--- config.mk ---
export PLATFORM = sky130hd
export DESIGN_NAME = priority_inheritance_mutex
export DESIGN_NICKNAME = d
export VERILOG_FILES = /design/src/hdl/pim_pkg.sv /design/src/hdl/pim_waiter_ram.sv /design/src/hdl/pim_top_finder.sv /design/src/hdl/priority_inheritance_mutex.sv
export SDC_FILE = /design/constraint.sdc
export NUM_CORES = 1
export LEC_CHECK = 0
export BUFFER_PORTS_ARGS = -buffer_cell sky130_fd_sc_hd__buf_2
export CORE_UTILIZATION = 62
export DETAILED_ROUTE_END_ITERATION = 10
export PLACE_DENSITY = 0.8
export SLEW_MARGIN = 20
export SYNTH_ARGS = -nofsm -noshare
export SYNTH_HDL_FRONTEND = slang
export SYNTH_SLANG_ARGS = --single-unit
--- constraint.sdc ---
create_clock -name i_clk -period 7.4 [get_ports i_clk]
set_input_delay 0 -clock i_clk [delete_from_list [all_inputs] [get_ports i_clk]]
set_output_delay 0 -clock i_clk [all_outputs]
set_load 0.05 [all_outputs]
--- src/hdl/pim_pkg.sv ---
// ----------------------------------------------------------------------------
// pim_pkg
// Shared types and defaults of the priority inheritance mutex.
// ----------------------------------------------------------------------------
package pim_pkg;

    localparam int MAX_WAITERS_DEF = 16;
    localparam int ID_BITS_DEF     = 8;
    localparam int PRIO_BITS_DEF   = 8;

    typedef enum logic [1:0] {
        KIND_LOCK    = 2'd0,
        KIND_TRYLOCK = 2'd1,
        KIND_UNLOCK  = 2'd2
    } t_kind;

    typedef enum logic [2:0] {
        OUT_ACQUIRED    = 3'd0,
        OUT_QUEUED      = 3'd1,
        OUT_QUEUE_FULL  = 3'd2,
        OUT_TRY_FAILED  = 3'd3,
        OUT_HANDED_OVER = 3'd4,
        OUT_FREED       = 3'd5
    } t_outcome;

    typedef enum logic [2:0] {
        S_IDLE,
        S_GET_LAST,
        S_REPLACE,
        S_SCAN,
        S_FINISH,
        S_HOLD
    } t_state;

    // Update commands for the top waiter tracker.
    typedef struct packed {
        logic take_any;
        logic take_max;
    } t_find_ctl;

endpackage

--- src/hdl/pim_waiter_ram.sv ---
// ----------------------------------------------------------------------------
// pim_waiter_ram
// Waiter table storage: one write port, one read port with registered data.
// ----------------------------------------------------------------------------
module pim_waiter_ram #(
    parameter int WIDTH = pim_pkg::ID_BITS_DEF + pim_pkg::PRIO_BITS_DEF,
    parameter int DEPTH = pim_pkg::MAX_WAITERS_DEF
) (
    input  logic                     i_clk,
    input  logic                     i_we,
    input  logic [$clog2(DEPTH)-1:0] i_waddr,
    input  logic [WIDTH-1:0]         i_wdata,
    input  logic [$clog2(DEPTH)-1:0] i_raddr,
    output logic [WIDTH-1:0]         o_rdata
);

    logic [WIDTH-1:0] r_mem [DEPTH];
    logic [WIDTH-1:0] r_rdata;

    always_ff @(posedge i_clk) begin
        if (i_we) begin
            r_mem[i_waddr] <= i_wdata;
        end
    end

    always_ff @(posedge i_clk) begin
        r_rdata <= r_mem[i_raddr];
    end

    assign o_rdata = r_rdata;

endmodule

--- src/hdl/pim_top_finder.sv ---
// ----------------------------------------------------------------------------
// pim_top_finder
// Tracks the index and priority of the highest waiter in the table.
// ----------------------------------------------------------------------------
module pim_top_finder #(
    parameter int MAX_WAITERS = pim_pkg::MAX_WAITERS_DEF,
    parameter int PRIO_BITS   = pim_pkg::PRIO_BITS_DEF
) (
    input  logic                           i_clk,
    input  pim_pkg::t_find_ctl             i_ctl,
    input  logic [$clog2(MAX_WAITERS)-1:0] i_idx,
    input  logic [PRIO_BITS-1:0]           i_prio,
    output logic [$clog2(MAX_WAITERS)-1:0] o_top_idx,
    output logic [PRIO_BITS-1:0]           o_top_prio,
    output logic [PRIO_BITS-1:0]           o_next_prio
);

    localparam int IDX_W = $clog2(MAX_WAITERS);

    logic [IDX_W-1:0]     r_top_idx;
    logic [PRIO_BITS-1:0] r_top_prio;
    logic [IDX_W-1:0]     n_top_idx;
    logic [PRIO_BITS-1:0] n_top_prio;

    // A candidate wins only when strictly higher, so the lowest index keeps ties.
    always_comb begin
        n_top_idx  = r_top_idx;
        n_top_prio = r_top_prio;
        if (i_ctl.take_any || (i_ctl.take_max && (i_prio > r_top_prio))) begin
            n_top_idx  = i_idx;
            n_top_prio = i_prio;
        end
    end

    always_ff @(posedge i_clk) begin
        r_top_idx  <= n_top_idx;
        r_top_prio <= n_top_prio;
    end

    assign o_top_idx   = r_top_idx;
    assign o_top_prio  = r_top_prio;
    assign o_next_prio = n_top_prio;

endmodule

--- src/hdl/priority_inheritance_mutex.sv ---
// ----------------------------------------------------------------------------
// priority_inheritance_mutex
// Mutex with priority inheritance: lock, trylock and unlock requests, one
// result per request of those kinds, waiters held in a table memory.
// ----------------------------------------------------------------------------
// Channel | Direction | Handshake                 | Payload
// input   | in        | i_in_valid / o_in_ready   | kind, task_id, task_priority
// output  | out       | o_out_valid / i_out_ready | outcome, restore, boost, grant
//
// Lock, trylock and unlock of a free mutex finish in the idle state; unknown
// kinds get no result. Unlock that hands over to the only waiter goes through
// GET_LAST and REPLACE. Unlock with waiters left does two table reads for the
// swap-remove, a table rescan via its single read port, then the boost check.
// A result waits in the output register while the next request is taken.
// Reset is synchronous and clears the owner, the waiter count and the handshake state.
// An output stall only holds the block once a second result is ready.
// ----------------------------------------------------------------------------
module priority_inheritance_mutex #(
    parameter int MAX_WAITERS = pim_pkg::MAX_WAITERS_DEF,
    parameter int ID_BITS     = pim_pkg::ID_BITS_DEF,
    parameter int PRIO_BITS   = pim_pkg::PRIO_BITS_DEF
) (
    input  logic                 i_clk,
    input  logic                 i_rst_n,
    input  logic                 i_in_valid,
    output logic                 o_in_ready,
    input  logic [1:0]           i_kind,
    input  logic [ID_BITS-1:0]   i_task_id,
    input  logic [PRIO_BITS-1:0] i_task_priority,
    output logic                 o_out_valid,
    input  logic                 i_out_ready,
    output logic [2:0]           o_outcome,
    output logic                 o_restore_valid,
    output logic [ID_BITS-1:0]   o_restore_task,
    output logic [PRIO_BITS-1:0] o_restore_priority,
    output logic                 o_boost_valid,
    output logic [ID_BITS-1:0]   o_boost_task,
    output logic [PRIO_BITS-1:0] o_boost_priority,
    output logic                 o_grant_valid,
    output logic [ID_BITS-1:0]   o_grant_task
);

    localparam int IDX_W = $clog2(MAX_WAITERS);
    localparam int CNT_W = $clog2(MAX_WAITERS + 1);
    localparam int ENT_W = ID_BITS + PRIO_BITS;

    typedef struct packed {
        pim_pkg::t_outcome    outcome;
        logic                 restore_valid;
        logic [ID_BITS-1:0]   restore_task;
        logic [PRIO_BITS-1:0] restore_priority;
        logic                 boost_valid;
        logic [ID_BITS-1:0]   boost_task;
        logic [PRIO_BITS-1:0] boost_priority;
        logic                 grant_valid;
        logic [ID_BITS-1:0]   grant_task;
    } t_result;

    pim_pkg::t_state      r_state, n_state;
    logic                 r_owner_valid, n_owner_valid;
    logic [ID_BITS-1:0]   r_owner_task, n_owner_task;
    logic [PRIO_BITS-1:0] r_owner_cur, n_owner_cur;
    logic [PRIO_BITS-1:0] r_owner_saved, n_owner_saved;
    logic                 r_owner_boosted, n_owner_boosted;
    logic [CNT_W-1:0]     r_count, n_count;
    logic [IDX_W-1:0]     r_k, n_k;
    logic [IDX_W-1:0]     r_last, n_last;
    logic [CNT_W-1:0]     r_addr, n_addr;
    logic                 r_rd_pend, n_rd_pend;
    logic [IDX_W-1:0]     r_rd_idx, n_rd_idx;
    t_result              r_hold, n_hold;
    t_result              r_out, n_out;
    logic                 r_out_valid, n_out_valid;

    logic                 w_we;
    logic [IDX_W-1:0]     w_waddr;
    logic [ENT_W-1:0]     w_wdata;
    logic [IDX_W-1:0]     w_raddr;
    logic [ENT_W-1:0]     w_rdata;
    logic [ID_BITS-1:0]   w_rd_id;
    logic [PRIO_BITS-1:0] w_rd_prio;
    logic [CNT_W-1:0]     w_count_m1;
    logic                 w_out_free;

    pim_pkg::t_find_ctl   w_find_ctl;
    logic [IDX_W-1:0]     w_find_idx;
    logic [PRIO_BITS-1:0] w_find_prio;
    logic [IDX_W-1:0]     w_top_idx;
    logic [PRIO_BITS-1:0] w_top_prio;
    logic [PRIO_BITS-1:0] w_next_prio;

    pim_waiter_ram #(
        .WIDTH (ENT_W),
        .DEPTH (MAX_WAITERS)
    ) u_ram (
        .i_clk   (i_clk),
        .i_we    (w_we),
        .i_waddr (w_waddr),
        .i_wdata (w_wdata),
        .i_raddr (w_raddr),
        .o_rdata (w_rdata)
    );

    pim_top_finder #(
        .MAX_WAITERS (MAX_WAITERS),
        .PRIO_BITS   (PRIO_BITS)
    ) u_finder (
        .i_clk       (i_clk),
        .i_ctl       (w_find_ctl),
        .i_idx       (w_find_idx),
        .i_prio      (w_find_prio),
        .o_top_idx   (w_top_idx),
        .o_top_prio  (w_top_prio),
        .o_next_prio (w_next_prio)
    );

    assign w_rd_id    = w_rdata[PRIO_BITS +: ID_BITS];
    assign w_rd_prio  = w_rdata[PRIO_BITS-1:0];
    assign w_count_m1 = r_count - CNT_W'(1);
    assign w_out_free = !r_out_valid || i_out_ready;
    assign o_in_ready = (r_state == pim_pkg::S_IDLE);

    always_ff @(posedge i_clk) begin
        if (!i_rst_n) begin
            r_state         <= pim_pkg::S_IDLE;
            r_owner_valid   <= 1'b0;
            r_owner_task    <= '0;
            r_owner_cur     <= '0;
            r_owner_saved   <= '0;
            r_owner_boosted <= 1'b0;
            r_count         <= '0;
            r_rd_pend       <= 1'b0;
            r_out_valid     <= 1'b0;
        end else begin
            r_state         <= n_state;
            r_owner_valid   <= n_owner_valid;
            r_owner_task    <= n_owner_task;
            r_owner_cur     <= n_owner_cur;
            r_owner_saved   <= n_owner_saved;
            r_owner_boosted <= n_owner_boosted;
            r_count         <= n_count;
            r_rd_pend       <= n_rd_pend;
            r_out_valid     <= n_out_valid;
        end
    end

    always_ff @(posedge i_clk) begin
        r_k      <= n_k;
        r_last   <= n_last;
        r_addr   <= n_addr;
        r_rd_idx <= n_rd_idx;
        r_hold   <= n_hold;
        r_out    <= n_out;
    end

    always_comb begin
        logic    v_emit;
        t_result v_res;

        n_state         = r_state;
        n_owner_valid   = r_owner_valid;
        n_owner_task    = r_owner_task;
        n_owner_cur     = r_owner_cur;
        n_owner_saved   = r_owner_saved;
        n_owner_boosted = r_owner_boosted;
        n_count         = r_count;
        n_k             = r_k;
        n_last          = r_last;
        n_addr          = r_addr;
        n_rd_pend       = 1'b0;
        n_rd_idx        = r_rd_idx;
        n_hold          = r_hold;
        n_out           = r_out;
        n_out_valid     = r_out_valid && !i_out_ready;
        w_we            = 1'b0;
        w_waddr         = '0;
        w_wdata         = '0;
        w_raddr         = '0;
        w_find_ctl      = '0;
        w_find_idx      = '0;
        w_find_prio     = '0;
        v_emit          = 1'b0;
        v_res           = '0;

        unique case (r_state)
            pim_pkg::S_IDLE: begin
                if (i_in_valid) begin
                    case (i_kind) inside
                        pim_pkg::KIND_LOCK, pim_pkg::KIND_TRYLOCK: begin
                            v_emit = 1'b1;
                            if (!r_owner_valid) begin
                                n_owner_valid   = 1'b1;
                                n_owner_task    = i_task_id;
                                n_owner_cur     = i_task_priority;
                                n_owner_boosted = 1'b0;
                                v_res.outcome   = pim_pkg::OUT_ACQUIRED;
                            end else if (i_kind == pim_pkg::KIND_TRYLOCK) begin
                                v_res.outcome = pim_pkg::OUT_TRY_FAILED;
                            end else begin
                                if (r_count < CNT_W'(MAX_WAITERS)) begin
                                    w_we        = 1'b1;
                                    w_waddr     = r_count[IDX_W-1:0];
                                    w_wdata     = {i_task_id, i_task_priority};
                                    w_find_idx  = r_count[IDX_W-1:0];
                                    w_find_prio = i_task_priority;
                                    if (r_count == '0) begin
                                        w_find_ctl.take_any = 1'b1;
                                    end else begin
                                        w_find_ctl.take_max = 1'b1;
                                    end
                                    n_count       = r_count + CNT_W'(1);
                                    v_res.outcome = pim_pkg::OUT_QUEUED;
                                end else begin
                                    v_res.outcome = pim_pkg::OUT_QUEUE_FULL;
                                end
                                // The table is never empty here, so inheritance applies.
                                if (w_next_prio > r_owner_cur) begin
                                    if (!r_owner_boosted) begin
                                        n_owner_saved   = r_owner_cur;
                                        n_owner_boosted = 1'b1;
                                    end
                                    n_owner_cur          = w_next_prio;
                                    v_res.boost_valid    = 1'b1;
                                    v_res.boost_task     = r_owner_task;
                                    v_res.boost_priority = w_next_prio;
                                end
                            end
                        end
                        pim_pkg::KIND_UNLOCK: begin
                            if (r_owner_valid && r_owner_boosted) begin
                                v_res.restore_valid    = 1'b1;
                                v_res.restore_task     = r_owner_task;
                                v_res.restore_priority = r_owner_saved;
                                n_owner_boosted        = 1'b0;
                            end
                            if (r_count == '0) begin
                                n_owner_valid = 1'b0;
                                v_res.outcome = pim_pkg::OUT_FREED;
                                v_emit        = 1'b1;
                            end else begin
                                w_raddr = w_top_idx;
                                n_k     = w_top_idx;
                                n_last  = w_count_m1[IDX_W-1:0];
                                n_hold  = v_res;
                                n_state = pim_pkg::S_GET_LAST;
                            end
                        end
                        default: begin
                        end
                    endcase
                end
            end
            pim_pkg::S_GET_LAST: begin
                // Read data is the top waiter, which becomes the owner.
                n_owner_valid      = 1'b1;
                n_owner_task       = w_rd_id;
                n_owner_cur        = w_top_prio;
                n_hold.outcome     = pim_pkg::OUT_HANDED_OVER;
                n_hold.grant_valid = 1'b1;
                n_hold.grant_task  = w_rd_id;
                w_raddr            = r_last;
                n_state            = pim_pkg::S_REPLACE;
            end
            pim_pkg::S_REPLACE: begin
                // Move the last entry into the freed slot.
                w_we    = 1'b1;
                w_waddr = r_k;
                w_wdata = w_rdata;
                n_count = w_count_m1;
                n_addr  = '0;
                if (w_count_m1 == '0) begin
                    v_emit = 1'b1;
                    v_res  = r_hold;
                end else begin
                    n_state = pim_pkg::S_SCAN;
                end
            end
            pim_pkg::S_SCAN: begin
                if (r_addr < r_count) begin
                    w_raddr   = r_addr[IDX_W-1:0];
                    n_rd_pend = 1'b1;
                    n_rd_idx  = r_addr[IDX_W-1:0];
                    n_addr    = r_addr + CNT_W'(1);
                end else begin
                    n_state = pim_pkg::S_FINISH;
                end
                if (r_rd_pend) begin
                    w_find_idx  = r_rd_idx;
                    w_find_prio = w_rd_prio;
                    if (r_rd_idx == '0) begin
                        w_find_ctl.take_any = 1'b1;
                    end else begin
                        w_find_ctl.take_max = 1'b1;
                    end
                end
            end
            pim_pkg::S_FINISH: begin
                v_emit = 1'b1;
                v_res  = r_hold;
                if (w_top_prio > r_owner_cur) begin
                    if (!r_owner_boosted) begin
                        n_owner_saved   = r_owner_cur;
                        n_owner_boosted = 1'b1;
                    end
                    n_owner_cur          = w_top_prio;
                    v_res.boost_valid    = 1'b1;
                    v_res.boost_task     = r_owner_task;
                    v_res.boost_priority = w_top_prio;
                end
            end
            pim_pkg::S_HOLD: begin
                v_emit = 1'b1;
                v_res  = r_hold;
            end
            default: begin
                n_state = pim_pkg::S_IDLE;
            end
        endcase

        if (v_emit) begin
            if (w_out_free) begin
                n_out       = v_res;
                n_out_valid = 1'b1;
                n_state     = pim_pkg::S_IDLE;
            end else begin
                n_hold  = v_res;
                n_state = pim_pkg::S_HOLD;
            end
        end
    end

    assign o_out_valid        = r_out_valid;
    assign o_outcome          = r_out.outcome;
    assign o_restore_valid    = r_out.restore_valid;
    assign o_restore_task     = r_out.restore_task;
    assign o_restore_priority = r_out.restore_priority;
    assign o_boost_valid      = r_out.boost_valid;
    assign o_boost_task       = r_out.boost_task;
    assign o_boost_priority   = r_out.boost_priority;
    assign o_grant_valid      = r_out.grant_valid;
    assign o_grant_task       = r_out.grant_task;

    a_count_bound : assert property (@(posedge i_clk) disable iff (!i_rst_n)
        r_count <= CNT_W'(MAX_WAITERS))
        else $error("waiter count beyond table depth");

    a_boost_has_owner : assert property (@(posedge i_clk) disable iff (!i_rst_n)
        r_owner_boosted |-> r_owner_valid)
        else $error("boosted flag set on a free mutex");

    a_grant_outcome : assert property (@(posedge i_clk) disable iff (!i_rst_n)
        (o_out_valid && o_grant_valid) |-> (o_outcome == pim_pkg::OUT_HANDED_OVER))
        else $error("grant reported without handover");

    a_remove_one : assert property (@(posedge i_clk) disable iff (!i_rst_n)
        (r_state == pim_pkg::S_REPLACE) |=> (r_count == $past(r_count) - CNT_W'(1)))
        else $error("swap-remove did not drop exactly one waiter");

    a_finish_nonempty : assert property (@(posedge i_clk) disable iff (!i_rst_n)
        (r_state == pim_pkg::S_FINISH) |-> (r_count != '0))
        else $error("inheritance rescan finished on an empty table");

endmodule

== After elaboration in Yosys (flattened, before gate mapping) ==
Memories as Yosys holds them, arrays and structs flattened. A register that Yosys moved wholly into a read port is not among the register bits.
Cells that the tools add are included.
Operators by class
  add/subtract/negate cells: 3
  magnitude comparators: 5
  eq/ne operators: 30
  mux-type cells: 132
  bitwise gates (word level): 2
  reductions and logical operators: 31
Operators by type and width (number)
  $mux 46: 7
  $mux 8: 23
  $pmux 37 s4: 1
  $mux 17: 8
  $mux 16: 5
  $pmux 8 s2: 3
  $mux 4: 11
  $mux 37: 1
  $pmux 9 s2: 2
  $mux 34: 1
  $mux 3: 11
  $pmux 16 s2: 1
  $mux 1: 30
  $mux 5: 6
  $gt 8x8->1: 3
  $pmux 8 s3: 1
  $reduce_and 7->1: 3
  $pmux 5 s2: 2
  $mux 2: 9
  $pmux 4 s2: 2
  $pmux 3 s5: 1
  $ne 3x1->1 const B: 4
  $ne 3x3->1 const B: 4
  $pmux 4 s3: 1
  32 further kinds: 63
Word-level totals
  flip-flop bits (word level): 157
  bits in writable memories: 256
  input port bits: 22
  output and inout bits: 48
  word-level logic and storage cells: 237
  memories kept: 1
Memory list
  u_ram.r_mem: depth 16, bits a word 16, read ports 1, clocked after Yosys merged registers in 1, wr ports 1, line pim_waiter_ram.sv:17  | logic [WIDTH-1:0] r_mem [DEPTH];

== Longest topological paths before layout ==
  depth after elaboration: 20
  gate-level depth with buffers: 27
  mapped depth without buffers: 22

== By module ==
From an unflattened synthesis, not the netlist that was laid out.
Unflattened totals
  cell total of the unflattened synthesis: 1231
  area, all modules: 17937.2 um^2
Modules (own cells, without submodules)
  pim_waiter_ram: times used 1, cells each 432, area an instance 10042.1 um^2, seq. area each 8007.7 um^2
  priority_inheritance_mutex: times used 1, cells each 712, area an instance 7118.1 um^2, seq. area each 3533.4 um^2
  pim_top_finder: times used 1, cells each 87, area an instance 777.0 um^2, seq. area each 280.3 um^2

== Worst setup path after synthesis ==
OpenSTA, ideal clock, no wires.
  path kind: register to register
  start: register r_state[0]
  end: register r_owner_saved[0]
  library setup time: 0.117 ns
  arrival time: 5.870 ns
  required time: 7.283 ns
  setup slack: 1.413 ns
  stages on the path, launching flop included: 26
  path buffers: 4
  period minus slack after synthesis: 5.987 ns
  cells stage by stage: dfxtp_1 > buf_6 > or3_1 > buf_4 > inv_2 > nand3_1 > nor3_2 > clkbuf_1 > a22o_1 > inv_1 > ha_1 > nor2b_1 > o211ai_1 > a21oi_1 > o211ai_1 > nand2_1 > buf_2 > mux2_2 > ha_1 > nand2_1 > o21a_1 > or3_1 > a21o_1 > a21oi_1 > mux2i_1 > nor2b_1
On the way
  longest elaborated chain between the ends: 9
  elaborated cells on any way between the ends: 19
  classes of those cells: 2 x order compare; 8 x eq/ne; 4 x mux; 5 x reduce/logical
Ends and longest elaborated chain
  start: declaration: line priority_inheritance_mutex.sv:59  | pim_pkg::t_state r_state, n_state;
  start signal: assignment: line priority_inheritance_mutex.sv:125  | r_state <= pim_pkg::S_IDLE;
  start signal: assignment: line priority_inheritance_mutex.sv:135  | r_state <= n_state;
  $logic_not 3->1 (*)
  net o_in_ready: line priority_inheritance_mutex.sv:26  | output logic o_in_ready,
  $pmux 8 s2: line priority_inheritance_mutex.sv:185  | unique case (r_state)
  $gt 8x8->1: line pim_top_finder.sv:29  | if (i_ctl.take_any || (i_ctl.take_max && (i_prio > r_top_prio))) begin
  $logic_and 1x1->1: line pim_top_finder.sv:29
  $logic_or 1x1->1: line pim_top_finder.sv:29
  $mux 8 (*): line pim_top_finder.sv:29
  net u_finder.o_next_prio[7]: line pim_top_finder.sv:15  | output logic [PRIO_BITS-1:0] o_next_prio
  $gt 8x8->1 (*): line priority_inheritance_mutex.sv:217  | if (w_next_prio > r_owner_cur) begin
  $ne 2x1->1 (no source line) (*)
  $reduce_and 7->1 (no source line) (*)
  end signal: assignment: line priority_inheritance_mutex.sv:139  | r_owner_saved <= n_owner_saved;
  end: declaration: line priority_inheritance_mutex.sv:63  | logic [PRIO_BITS-1:0] r_owner_saved, n_owner_saved;
Mark *: on every way through the listed nets, which the timed path passes. The rest lies on a longest branch.
A chain may end at the register's enable or synchronous reset.

==> results.yml <==
route:
  dr_wl_met2_mm: 21.28
  via_per_inst: 6.534
  vias: 12899
  drc: 2
  wl_met3_mm: 3.706
  wl_met1_mm: 18.01
  maxUsedRoutingLayer: "met4"
  first_pass_iters: 8
  wl_per_cell_um: 22.55
  drtIter0Drc: 1486
  routed_wl_mm: 44.52
  final_antenna_net_count: 0
synth:
  syn_area_um2: 18640
  synth_cell_types: 71
  synth_edf_count: 323
  ys_ff_latch: 429
  syn_inst: 1479
  synth_xor_area_frac: 0.003759
  synthMuxAreaShare: 0.04631
  async_reset_ff_frac: 0
  yosysWarnings: 0
  synth_fa_ha_area_frac: 0.02215
  ys_seq_area_frac: 0.6342
  yosys.area_share.simple: 0.1036
  yosys_most_used_dff: "edfxtp_1"
  synth.avg_cell_area_um2: 12.60
  synth_top_family_by_area: "compound AO/OA/AOI/OAI gates"
  synth-compound-area-share: 0.1603
  syn_nets: 1534
setup_path:
  critPathMaxStageDelay_ps: 640
  path_buf_inv: 1
  crit_top_cell: "nand2_1"
  cp_slowest_cell: "nor3_4"
  required_ps: 7890
  arrival_ps: 7240
  rr_worst_depth: 20
  reg2reg_slack_ps: 650
  crit_chain: "or3_1, inv_2, nand3_1, nor3_4, a22o_1, ha_1, a21oi_1, o21a_1, nand2_1, o211ai_1, nand2_1, mux2_2, ha_1, nand2_1, o21a_1, or3_1, a21o_1, nand3b_1, a21boi_1, a221o_1"
  path_class: "reg2reg"
  crit_fanout: 22
  cp_top_family: "simple AND/OR/NAND/NOR gates"
  critPathCaptureType: "flop"
  r2r-start: "r_state[2]"
  cp-start-kind: "flop"
  worstReg2RegEnd: "r_hold[11]"
layout:
  final_util: 0.7058
  syn_to_final_growth_pct: 12.22
  layout-drive-gt1-share: 0.1364
  final_common_cell: "edfxtp_1"
  mostFrequentLayoutCells: "edfxtp_1 (323), nand2_1 (150), dfxtp_1 (106)"
  final_nets: 1604
  antennaDiodeCount: 0
clock_network:
  cts_sinks: 429
  clkTransAtPathRegs_ps: 60
  cts_tree: "done"
  cts_resized: 0
  root_buffer: "clkbuf_16"
  holdBufCountCts: 18
  max-clock-path-buffers: 3
  tritoncts.num_buffers: 43
  htree_levels: 2
  cts_setup_buffers: 0
  clock_latency_ps: 560
place:
  gp_congestion: 0.9301
  port_buffers: 69
  hpwl_mm: 27.32
sta:
  setup_violations: 0
  rsz0062_at_grt: "no"
  tightest_slew_ps: 1126
  fmax_mhz: 148.2
  fin_crit_ps: 6749
  slew_violations: 0
  skew_ps: 19.54
  relSlewSlack: 0.2467
  fin_crit_sh: 0.9120
  finalSetupTns_ps: 0
  hold_ws_ps: 25.64
  hold_violations: 0
floorplanning:
  initial_core_util: 0.6289
  die_width_um: 175.4
  core.rowCount: 63
  die_y_um: 175.4
  core_um2: 29640
  ios: 70
  die_area_um2: 30760
min_path:
  min-delay-start: "i_rst_n"
  hold_path.class: "in2reg"
  min_to: "r_owner_task[1]"
  min_path_cells: 2
global_routing:
  grt_pass1_wl_mm: 69.75
  grt_max_degree: 66
  grt.total_usage: 0.2939
  grt-ovfl-total: 0
  antenna_found_initial: 0
  grt_pass1_vias: 12447
outcome:
  failed_checks: "DRC"
  status: "complete, but fails checks"
job:
  maxCapViolations: 0
power:
  peakVddDrop_mv: 0.3010
  power_density_nw_per_um2: 342.1
  power.leakage_nw: 7.988
## routing by layer
metal | vias to the layer above | global-route usage
met5 | - | 0
met4 | 0 | 0.1221
met3 | 116 | 0.04329
met2 | 662 | 0.4744
met1 | 6295 | 0.4013
li1 | 5826 | -
## flip-flops by register name, summed over array words and instances (netlist names), 8 cells and up
signal and count:
u_ram.r_mem 256, r_hold 46, u_ram.o_rdata 16, o_boost_priority 8, o_boost_task 8, o_grant_task 8
o_restore_priority 8, o_restore_task 8, r_owner_cur 8, r_owner_saved 8, r_owner_task 8, u_finder.o_top_prio 8
## layout make-up
class,instances,area [µm²]
sequential,429,11820
clock inverter,24,281.5
inverter,29,111.4
tap,390,488.0
timing repair buffer,121,778.2
fill,1996,8720
clock buffer,56,1125
multi-input combinational,925,6314
## report_power, final
| part | internal (mW) | total, mW | switching [mW] |
|---|---|---|---|
| sequential | 2.94 | 3.14 | 0.201 |
| clock | 1.26 | 2.17 | 0.912 |
| combinational | 0.577 | 1.85 | 1.27 |
| total | 4.77 | 7.16 | 2.38 |
## worst max path at each step
| stage | slack, ps | cells after the start | endpoint | from |
|---|---|---|---|---|
| floorplan | 1410 | 25 | r_owner_saved[0] | r_state[0] |
| global placement | 1030 | 20 | r_hold[15] | r_state[2] |
| detailed placement | 790 | 20 | r_hold[11] | r_state[2] |
| CTS | 750 | 20 | r_hold[11] | r_state[2] |
| global route | 170 | 18 | r_hold[11] | r_owner_valid |
| finish | 650 | 20 | r_hold[11] | r_state[2] |
## cells in the mapped netlist (3+ instances only)
cell type  instances  share of area
a2111o_1          16         0.0097
a211oi_1          48          0.019
a21boi_0          17         0.0068
a21o_1            21         0.0085
a21oi_1           55          0.015
a21oi_2            3         0.0014
a221o_1            9         0.0048
a22o_1            64          0.030
a22oi_1           20         0.0081
a31oi_1           12         0.0040
a41o_1             3         0.0016
and2_1            30          0.010
and3_1            17         0.0057
buf_1              6         0.0012
buf_2             18         0.0048
buf_4              6         0.0024
buf_6              5         0.0030
clkbuf_1          61          0.012
dfxtp_1          106           0.11
edfxtp_1         323           0.52
ha_1              33          0.022
inv_1             26         0.0052
mux2_2            22          0.013
mux2_4             9         0.0072
mux2i_1           48          0.026
nand2_1          151          0.030
nand2b_1          13         0.0044
nand3_1           60          0.016
nand3b_1           5         0.0020
nand4_1            9         0.0030
nor2_1            44         0.0089
nor2b_1           18         0.0060
o211a_1           11         0.0059
o211ai_1           7         0.0028
o21a_1             4         0.0016
o21ai_0           89          0.024
o221ai_1           8         0.0038
o22ai_1           18         0.0060
or3_1              4         0.0013
or4_1             17         0.0068
xnor2_1            5         0.0023
xor2_1             3         0.0014
## metrics by stage
step | total power, mW | cells | setup WS [ps] | area (µm²)
after global placement | 4.933 | 1875 | 1026 | 19320
after floorplan | 4.473 | 1479 | 1413 | 18640
after CTS | 7.147 | 1974 | 750.9 | 20910
after global routing | 7.432 | 1974 | 173.1 | 20920
final | 7.156 | 1974 | 651.4 | 20920
after detailed placement | 4.986 | 1876 | 789.7 | 19330
## worst reg2reg max path: cells and delay by family, from the launching register on
family | cells | cell delay (ps)
mux | 1 | 520
compound gates | 8 | 2230
buf+inv | 1 | 170
fa+ha+maj | 2 | 640
flops | 1 | 430
simple gates | 8 | 2700
## logic make-up after synthesis
kind of cell / Yosys count
adders and majority gates: 33
DFF: 429
and+or+nand+nor: 386
muxes: 79
xor gates and xnor gates: 8
AOI/OAI and AO/OA: 419
buffers and inverters: 125
Power figures use the tool's default switching activity.
